File: src/rtl/iprot_pkg.sv
// ---------------------------------------------------------------------------
// iprot_pkg: shared types and constants of the ionospheric phase rotator
// Widths, scale constants, the CORDIC arctangent table and the records that
// travel along the cell chains.
// ---------------------------------------------------------------------------
`timescale 1ns / 1ps
`default_nettype none

package iprot_pkg;

  localparam int SAMPLE_WIDTH  = 24;
  localparam int CORDIC_STAGES = 20;

  localparam int DTEC_W  = 24;
  localparam int COEFF_W = 40;
  localparam int CFG_W   = 40;
  localparam int CFG_IDX_W = 1;
  localparam int SKY_W   = 27;
  localparam int BW_W    = 20;
  localparam int PHASE_W = 40;

  // centre in 500 Hz units, signed
  localparam int C2_W   = SKY_W + 3;
  localparam int C2M_W  = C2_W - 1;
  localparam int HALF_W = COEFF_W / 2;
  localparam int PP_W   = HALF_W + DTEC_W;
  localparam int P_W    = 64;
  localparam int DD_W   = 42;
  localparam int N_W    = P_W + 11;
  localparam int Q_W    = PHASE_W + 1;

  // binary angle long division by 45
  localparam int NIB_W     = 4;
  localparam int V_W       = 56;
  localparam int D45_CELLS = V_W / NIB_W;
  localparam int R45_W     = 6;
  localparam int AQ_W      = 32;
  localparam int ANG_SHIFT = 13;

  localparam int XW = SAMPLE_WIDTH + 18;
  localparam int ZW = AQ_W + 2;
  localparam int KW = 5;
  localparam int GAIN_SHIFT = 14;
  localparam int OUT_SHIFT  = 16;

  localparam logic [13:0]      CENTRE_SCALE = 14'd8875;
  localparam logic [9:0]       DEG_SCALE    = 10'd1017;
  localparam logic [R45_W:0]   ANG_DIV      = 7'd45;
  localparam logic [4:0]       ANG_BIAS     = 5'd22;
  localparam logic signed [30:0] CORDIC_GAIN = 31'sd652032874;

  localparam logic [Q_W-1:0] PH_NEG_MAG = Q_W'(1) << (PHASE_W - 1);
  localparam logic [Q_W-1:0] PH_POS_MAG = PH_NEG_MAG - Q_W'(1);

  localparam logic signed [XW-1:0] SMP_MAX = XW'((64'sd1 <<< (SAMPLE_WIDTH - 1)) - 64'sd1);
  localparam logic signed [XW-1:0] SMP_MIN = ~SMP_MAX;
  localparam logic signed [XW-1:0] OUT_RND = XW'(64'sd1 <<< (OUT_SHIFT - 1));

  typedef enum logic [CFG_IDX_W-1:0] {
    REG_DTEC  = 1'b0,
    REG_COEFF = 1'b1
  } cfg_reg_e;

  typedef struct packed {
    logic signed [SAMPLE_WIDTH-1:0] sample_real;
    logic signed [SAMPLE_WIDTH-1:0] sample_imag;
    logic [SKY_W-1:0]               sky_freq_khz;
    logic [BW_W-1:0]                bandwidth_khz;
    logic                           upper_sideband;
  } in_t;

  typedef struct packed {
    logic signed [SAMPLE_WIDTH-1:0] rot_real;
    logic signed [SAMPLE_WIDTH-1:0] rot_imag;
    logic signed [PHASE_W-1:0]      phase_deg;
    logic                           saturated;
  } out_t;

  typedef struct packed {
    logic signed [SAMPLE_WIDTH-1:0] re;
    logic signed [SAMPLE_WIDTH-1:0] im;
    logic                           neg;
    logic                           zero;
    logic                           pzero;
    logic                           sat;
    logic [PHASE_W-1:0]             phase;
  } tag_t;

  typedef struct packed {
    logic [DD_W-1:0] rem;
    logic [Q_W-1:0]  low;
    logic [Q_W-1:0]  quo;
    logic [DD_W-1:0] dd;
    logic            ovf;
    tag_t            tag;
  } div_t;

  typedef struct packed {
    logic [R45_W-1:0] rem;
    logic [V_W-1:0]   low;
    logic [AQ_W-1:0]  quo;
    tag_t             tag;
  } a45_t;

  typedef struct packed {
    logic signed [XW-1:0] x;
    logic signed [XW-1:0] y;
    logic signed [ZW-1:0] z;
    tag_t                 tag;
  } cor_t;

  // atan(2^-k) as a fraction of a full turn, 2^32 per turn
  function automatic logic [AQ_W-1:0] atan_turn(input logic [KW-1:0] k);
    logic [AQ_W-1:0] t;
    case (k)
      5'd0:  t = 32'h20000000;
      5'd1:  t = 32'h12E4051E;
      5'd2:  t = 32'h09FB385B;
      5'd3:  t = 32'h051111D4;
      5'd4:  t = 32'h028B0D43;
      5'd5:  t = 32'h0145D7E1;
      5'd6:  t = 32'h00A2F61E;
      5'd7:  t = 32'h00517C55;
      5'd8:  t = 32'h0028BE53;
      5'd9:  t = 32'h00145F2F;
      5'd10: t = 32'h000A2F98;
      5'd11: t = 32'h000517CC;
      5'd12: t = 32'h00028BE6;
      5'd13: t = 32'h000145F3;
      5'd14: t = 32'h0000A2FA;
      5'd15: t = 32'h0000517D;
      5'd16: t = 32'h000028BE;
      5'd17: t = 32'h0000145F;
      5'd18: t = 32'h00000A30;
      5'd19: t = 32'h00000518;
      5'd20: t = 32'h0000028C;
      5'd21: t = 32'h00000146;
      5'd22: t = 32'h000000A3;
      5'd23: t = 32'h00000051;
      5'd24: t = 32'h00000029;
      5'd25: t = 32'h00000014;
      5'd26: t = 32'h0000000A;
      5'd27: t = 32'h00000005;
      5'd28: t = 32'h00000003;
      5'd29: t = 32'h00000001;
      5'd30: t = 32'h00000001;
      default: t = 32'h00000000;
    endcase
    return t;
  endfunction

endpackage

`default_nettype wire

File: src/rtl/iprot_div_cell.sv
// ---------------------------------------------------------------------------
// iprot_div_cell: one restoring division cell
// Brings down one dividend bit, compares against the divisor and passes the
// partial remainder and quotient to the next cell.
// ---------------------------------------------------------------------------
`timescale 1ns / 1ps
`default_nettype none

module iprot_div_cell (
  input  logic             clk_i,
  input  logic             rst_ni,
  input  logic             en_i,
  input  logic             valid_i,
  input  iprot_pkg::div_t  div_i,
  output logic             valid_o,
  output iprot_pkg::div_t  div_o
);
  import iprot_pkg::*;

  logic [DD_W:0] trial, dvs, diff;
  logic          ge;
  div_t          div_d, div_q;
  logic          valid_q;

  always_comb begin
    trial     = {div_i.rem, div_i.low[Q_W-1]};
    dvs       = {1'b0, div_i.dd};
    diff      = trial - dvs;
    ge        = (trial >= dvs);
    div_d     = div_i;
    div_d.rem = ge ? diff[DD_W-1:0] : trial[DD_W-1:0];
    div_d.low = {div_i.low[Q_W-2:0], 1'b0};
    div_d.quo = {div_i.quo[Q_W-2:0], ge};
  end

  always_ff @(posedge clk_i or negedge rst_ni) begin
    if (!rst_ni) begin
      valid_q <= 1'b0;
    end else if (en_i) begin
      valid_q <= valid_i;
    end
  end

  always_ff @(posedge clk_i) begin
    if (en_i) begin
      div_q <= div_d;
    end
  end

  assign valid_o = valid_q;
  assign div_o   = div_q;

endmodule

`default_nettype wire

File: config.mk
export PLATFORM = sky130hd
export DESIGN_NAME = iprot_div_cell
export DESIGN_NICKNAME = d
export VERILOG_FILES = /design/src/rtl/iprot_pkg.sv /design/src/rtl/iprot_div_cell.sv
export SDC_FILE = /design/constraint.sdc
export NUM_CORES = 1
export LEC_CHECK = 0
export BUFFER_PORTS_ARGS = -buffer_cell sky130_fd_sc_hd__buf_2
export CAP_MARGIN = 20
export CORE_AREA = 2 2 203 205
export DETAILED_ROUTE_END_ITERATION = 12
export DIE_AREA = 0 0 205 207
export PLACE_DENSITY = 0.59
export SLEW_MARGIN = 20
export SYNTH_ARGS = -nofsm -noshare
export SYNTH_HDL_FRONTEND = slang
export SYNTH_SLANG_ARGS = --single-unit
File: constraint.sdc
create_clock -name clk_i -period 1.1 [get_ports clk_i]
set_input_delay 0.22 -clock clk_i [delete_from_list [all_inputs] [get_ports clk_i]]
set_output_delay 0.22 -clock clk_i [all_outputs]
set_load 0.01 [all_outputs]
==> results of run 1 <==
-- metrics by stage --
stage / area [um^2] / power, mW / setup TNS, ns
global placement: 16100 / 17.8 / -72.43
floorplan: 11200 / 14.6 / -59.11
CTS: 20100 / 29.0 / -105.07
global route: 20300 / 30.1 / -114.55
detailed placement: 16100 / 17.8 / -73.41
finish: 20300 / 28.8 / -98.35
-- worst max-delay path: stages --
cell and delay [ns]:
buf_8 0.10, inv_6 0.05, ha_4 0.18, nor2b_4 0.12, o211ai_1 0.26, a311oi_2 0.14
buf_4 0.18, o211ai_4 0.22, a31oi_4 0.14, a211oi_4 0.29, inv_4 0.11, bufbuf_16 0.30
o211a_1 0.21
-- cells by family (layout without fill, tap and decap cells) --
| logic type | count (synthesis) | after routing | synth area share |
|---|---|---|---|
| compound gates | 176 | 176 | 0.113 |
| other cells | 1 | 6 | 0.000341 |
| xor+xnor | 29 | 29 | 0.0231 |
| simple gates | 163 | 163 | 0.0728 |
| buf+inv | 81 | 1092 | 0.0320 |
| mux | 2 | 2 | 0.00194 |
| flops | 259 | 259 | 0.708 |
| fa+ha+maj | 43 | 43 | 0.0497 |
-- per-layer routing --
layer | global-route usage | vias up | part of all wire | wire (um)
li1 | - | 4835 | - | -
met1 | 0.251 | 4933 | 0.39 | 18400
met2 | 0.375 | 405 | 0.50 | 23200
met3 | 0.0489 | 82 | 0.072 | 3370
met4 | 0.0841 | 6 | 0.039 | 1840
met5 | 0 | - | 0.00096 | 45
-- worst paths after layout --
path / depth (start not counted) / to / slack, ns / from
setup reg to reg: 1 / valid_o / 0.35 / valid_o
hold reg to reg: 1 / valid_o / 0.52 / valid_o
hold / removal: 3 / div_o[221] / 0.03 / div_i[220]
max in group asynchronous: 3 / valid_o / 0.52 / rst_ni
min in group asynchronous: 3 / valid_o / 0.48 / rst_ni
setup / recovery: 13 / div_o[256] / -1.12 / div_i[94]
-- layout make-up --
| class | instances | area [um^2] |
|---|---|---|
| diodes | 5 | 12.5 |
| clock buffers | 36 | 795 |
| clock inverters | 20 | 178 |
| fillers | 3531 | 20000 |
| inverters | 58 | 250 |
| multi-input cells | 414 | 3440 |
| flip-flops and latches | 259 | 7770 |
| well taps | 532 | 666 |
| repair buffers | 978 | 7230 |
-- cells in the final DEF, fill, tap and decap left out, drive strengths merged, types with 7 or more instances in the layout --
master,instances
buf,743
dlygate4sd3,233
clkinv,10
edfxtp,258
nand4,17
o21bai,9
xnor2,10
clkbuf,37
nand2,43
a21oi,64
ha,42
a211oi,10
inv,61
a21o,21
o21a,9
nor2,56
xor2,19
o21ai,29
nor3,9
nand3,7
-- repair_timing --
action / in CTS / in global routing
endpoints found under the hold margin: 232 / 0
resized for setup: 160 / 43
buffers inserted: 9 / 1
endpoints found under the setup margin: 302 / 302
hold buffers: 233 / 0
gates cloned: 2 / 1
pin swaps: 21 / 6
-- registers in the layout (all words and copies together) (netlist names) --
signal / count
div_o: 258
valid_o: 1
-- where the power goes --
| group | switching, mW | internal [mW] | leakage [nW] |
|---|---|---|---|
| logic | 3.25 | 3.46 | 5.90 |
| registers | 0.314 | 11.9 | 2.54 |
| clock network | 4.24 | 5.65 | 0.456 |
| total | 7.81 | 21.0 | 8.90 |
==> flow_summary.yaml, run 1 <==
run_status:
  status: "finished with violations"
  violations: "negative setup slack"
place:
  dp_hpwl_um: 34700
  gp_congestion: 0.843
  dp.cells: 1996
  place_ws_ns: -1.89
  io_buffers: 520
hold_path:
  min_path_type: "in2reg"
detailed_routing:
  drcViolationCount: 0
  routed_wirelength_um: 46800
  drtIter0Drc: 560
  first_pass_iters: 5
  num_vias: 10300
  detail-route-antenna-nets: 0
  via_per_inst: 4.46
  wl_per_cell_um: 20.4
timing:
  hold_violations: 0
  finalClockSkew_ns: 0
  fin_ws_ns: -1.12
  grt_setup_unrepaired: "yes"
  period_share: 2.02
  finalSetupViolCount: 302
  fmaxAchievable_ghz: 0.450
  drv_slew: 0
  fin_crit_ns: 2.22
  whs_ns: 0.0295
setup_path:
  arrival_ns: 2.54
  end_kind: "flop"
  cp_max_fo: 10
  required_ns: 1.41
  startpoint_type: "input port"
  path_class: "in2reg"
global_routing:
  first_global_vias: 11000
  grt.overflow.total: 0
  grt_max_degree: 53
  track_usage: 0.214
  grt_pass1_wl_um: 68100
  antenna_found_initial: 8
cts:
  worstSkewPairLatency_ns: 0.57
  cts-buffers-inserted: 30
  cts_tree: "done"
  cts_buffer_depth: 3
  h-tree-depth: 1
  cts_sinks: 259
  cts_root_buffer: "clkbuf_16"
  clk_pin_slew_ns: 0.06
logic_synthesis:
  synth_top_cell_by_area: "edfxtp_1"
  syn_inst: 754
  synth-seq-area-share: 0.708
  syn_area_um2: 11000
  synthesis.area_per_instance_um2: 14.6
  ys_types: 61
  yosysWarningCount: 0
  synth_commonest_cells: "edfxtp_1, inv_1, nor2_1"
  ys.flop_type: "edfxtp_1"
  synthArstFlopShare: 0.00386
  synthesis.nets: 1060
  synth_top_area_frac: 0.705
  synth_edf_count: 258
  synthTopCellsByArea: "edfxtp_1, ha_1, inv_1, a21oi_1, a21oi_2"
  synth_seq_cells: 259
  yosysMostFrequentCell: "edfxtp_1"
die:
  start_util: 0.272
  die_h_um: 207
  core_um2: 40400
  die_x_um: 205
  io_pins: 523
  dieArea_um2: 42400
  rows: 74
power_and_ir_drop:
  peakVddDrop_mv: 1.06
  leakagePower_nw: 8.90
  power.density_nw_per_um2: 1420
layout:
  nets: 2047
  post-route-util: 0.504
  instances_no_fill: 2302
  syn_to_final_growth_pct: 85.2
  drive_above_1_share: 0.522
job:
  drv_cap: 0
(Power assumes the default switching activity.)
==> run 2: changes to the inputs <==
--- a/config.mk
+++ b/config.mk
@@ -11,6 +11,8 @@
 export DETAILED_ROUTE_END_ITERATION = 12
 export DIE_AREA = 0 0 205 207
 export PLACE_DENSITY = 0.59
+export RECOVER_POWER = 50
+export SKIP_CTS_REPAIR_TIMING = 1
 export SLEW_MARGIN = 20
 export SYNTH_ARGS = -nofsm -noshare
 export SYNTH_HDL_FRONTEND = slang
==> run 2 against run 1 <==
  * Critical endpoint is now div_o[250]
  * Largest cell class unchanged
  * Utilization down 0.67 points
  * The run ends with negative hold slack, negative setup slack left
  * Clock skew unchanged
  * Count of clock-buffer cells in the layout unchanged
  * Sequential cell count unchanged
  * Cell count down 0.35%
  * Highest routed layer unchanged
==> flow_summary.yaml, run 2 (synthesized netlist as in run 1, its figures left out) <==
layout:
  final_common_cell: "buf_2"
  final_cell_mix: "buf_2, edfxtp_1, dlygate4sd3_1"
  syn_to_final_growth_pct: 82.7
  nets: 2041
  instances_no_fill: 2294
  n_fill_cell: 3568
  largest_register_ffs: 258
  post-route-util: 0.497
  drive_above_1_share: 0.514
detailed_routing:
  drcViolationCount: 0
  first_pass_iters: 4
  drtIter0Drc: 635
  routed_wirelength_um: 46600
  num_vias: 10200
  wl_per_cell_um: 20.3
  detail-route-antenna-nets: 0
  via_per_inst: 4.45
timing:
  drv_slew: 0
  fin_crit_ns: 2.26
  finalSetupViolCount: 386
  whs_ns: -0.0222
  grt_setup_unrepaired: "yes"
  relSlewSlack: 0.614
  period_share: 2.05
  fmaxAchievable_ghz: 0.442
  finalClockSkew_ns: 0
  fin_ws_ns: -1.16
  hold_violations: 1
  worst_pin_slew_ns: 0.579
run_status:
  status: "finished with violations"
  violations: "negative hold slack, negative setup slack"
setup_path:
  cp_max_fo: 11
  cp_num_cells: 13
  critical-path-slowest-cell: "o41a_1"
  r2r-start: "valid_o"
  end_kind: "flop"
  rr_endpoint: "valid_o"
  path_class: "in2reg"
  crit_path_frequent_cell: "inv_4"
  setup.worst_path.end: "div_o[250]"
  reg2reg_depth: 1
  cp_cell_sequence: "buf_8 -> inv_4 -> ha_4 -> nand2_4 -> o21a_1 -> o31a_1 -> o41a_1 -> a31oi_4 -> a211oi_4 -> inv_4 -> buf_12 -> o2111ai_1 -> o221a_1"
  startpoint_type: "input port"
  crit_start: "div_i[106]"
  arrival_ns: 2.58
  r2r_slack_ns: 0.35
  path_delay_family: "compound AO/OA/AOI/OAI gates"
  path_buf_inv: 4
  max_stage_delay_ns: 0.47
  required_ns: 1.42
die:
  die_x_um: 205
  core_um2: 40400
  die_h_um: 207
  dieArea_um2: 42400
  start_util: 0.272
  rows: 74
  io_pins: 523
place:
  gp_congestion: 0.843
  io_buffers: 520
  dp_hpwl_um: 34700
  dp.cells: 1996
  place_ws_ns: -1.89
cts:
  cts_buffer_depth: 3
  cts_tree: "done"
  cts_sinks: 259
  h-tree-depth: 1
  clk_pin_slew_ns: 0.06
  worstSkewPairLatency_ns: 0.56
  cts_root_buffer: "clkbuf_16"
  cts-buffers-inserted: 30
global_routing:
  track_usage: 0.193
  grt_pass1_wl_um: 60500
  first_global_vias: 9427
  grt.overflow.total: 0
  antenna_found_initial: 10
  grt_max_degree: 53
job:
  drv_cap: 0
power_and_ir_drop:
  power.density_nw_per_um2: 1430
  peakVddDrop_mv: 1.01
  leakagePower_nw: 8.81
  total_power_mw: 28.7
hold_path:
  min_path_type: "in2reg"
[run 2: changes by cell type in the layout (fill, tap and decap cells not counted), moves of 6 or more]
cell | before | now
buf_2 | 468 | 477
buf_6 | 58 | 43
dlygate4sd3_1 | 233 | 227
nor2_1 | 29 | 43
nor2_2 | 16 | 10
nor2_4 | 11 | 3
[run 2: power breakdown]
part | internal [mW] | switching [mW]
registers | 11.9 | 0.313
clock network | 5.65 | 4.22
logic | 3.37 | 3.20
total | 21.0 | 7.73
[run 2: through the flow]
step,setup TNS [ns],area [um^2]
final,-107.31,20100
after global placement,-72.43,16100
after CTS,-109.85,17100
after detailed placement,-73.41,16100
after floorplan,-59.11,11200
after global routing,-129.99,20100
[run 2: area by class of cell]
class / count / area, um^2 / share of cell area
diodes: 3 / 7.51 / 0.000374
clock buffers: 36 / 795 / 0.0396
clock inverters: 20 / 178 / 0.00885
inverters: 58 / 248 / 0.0123
multi-input cells: 414 / 3380 / 0.169
flip-flops and latches: 259 / 7770 / 0.387
well taps: 532 / 666 / 0.0332
repair buffers: 972 / 7020 / 0.350
[run 2: how the worst min path moves through the flow]
stage                     startpoint          to  slack [ns]  cells past startpoint
after global placement        rst_ni     valid_o      -0.001                      1
after global routing      div_i[255]  div_o[256]       0.002                      2
after floorplan               rst_ni     valid_o       -0.08                      0
after detailed placement      rst_ni     valid_o      0.0004                      1
final                     div_i[219]  div_o[220]       -0.02                      3
after CTS                     rst_ni     valid_o       -0.61                      1
[run 2: per-layer routing]
layer	up-vias	GRT usage	wire, um
met5	-	0	77
met4	12	0.0829	1910
met3	91	0.0628	3780
met2	417	0.326	23000
met1	4867	0.222	17800
li1	4821	-	-
[run 2: tightest hold or removal path: stages]
cell,delay (ns)
buf_2,0.09
nand2_1,0.04
o21ai_0,0.07
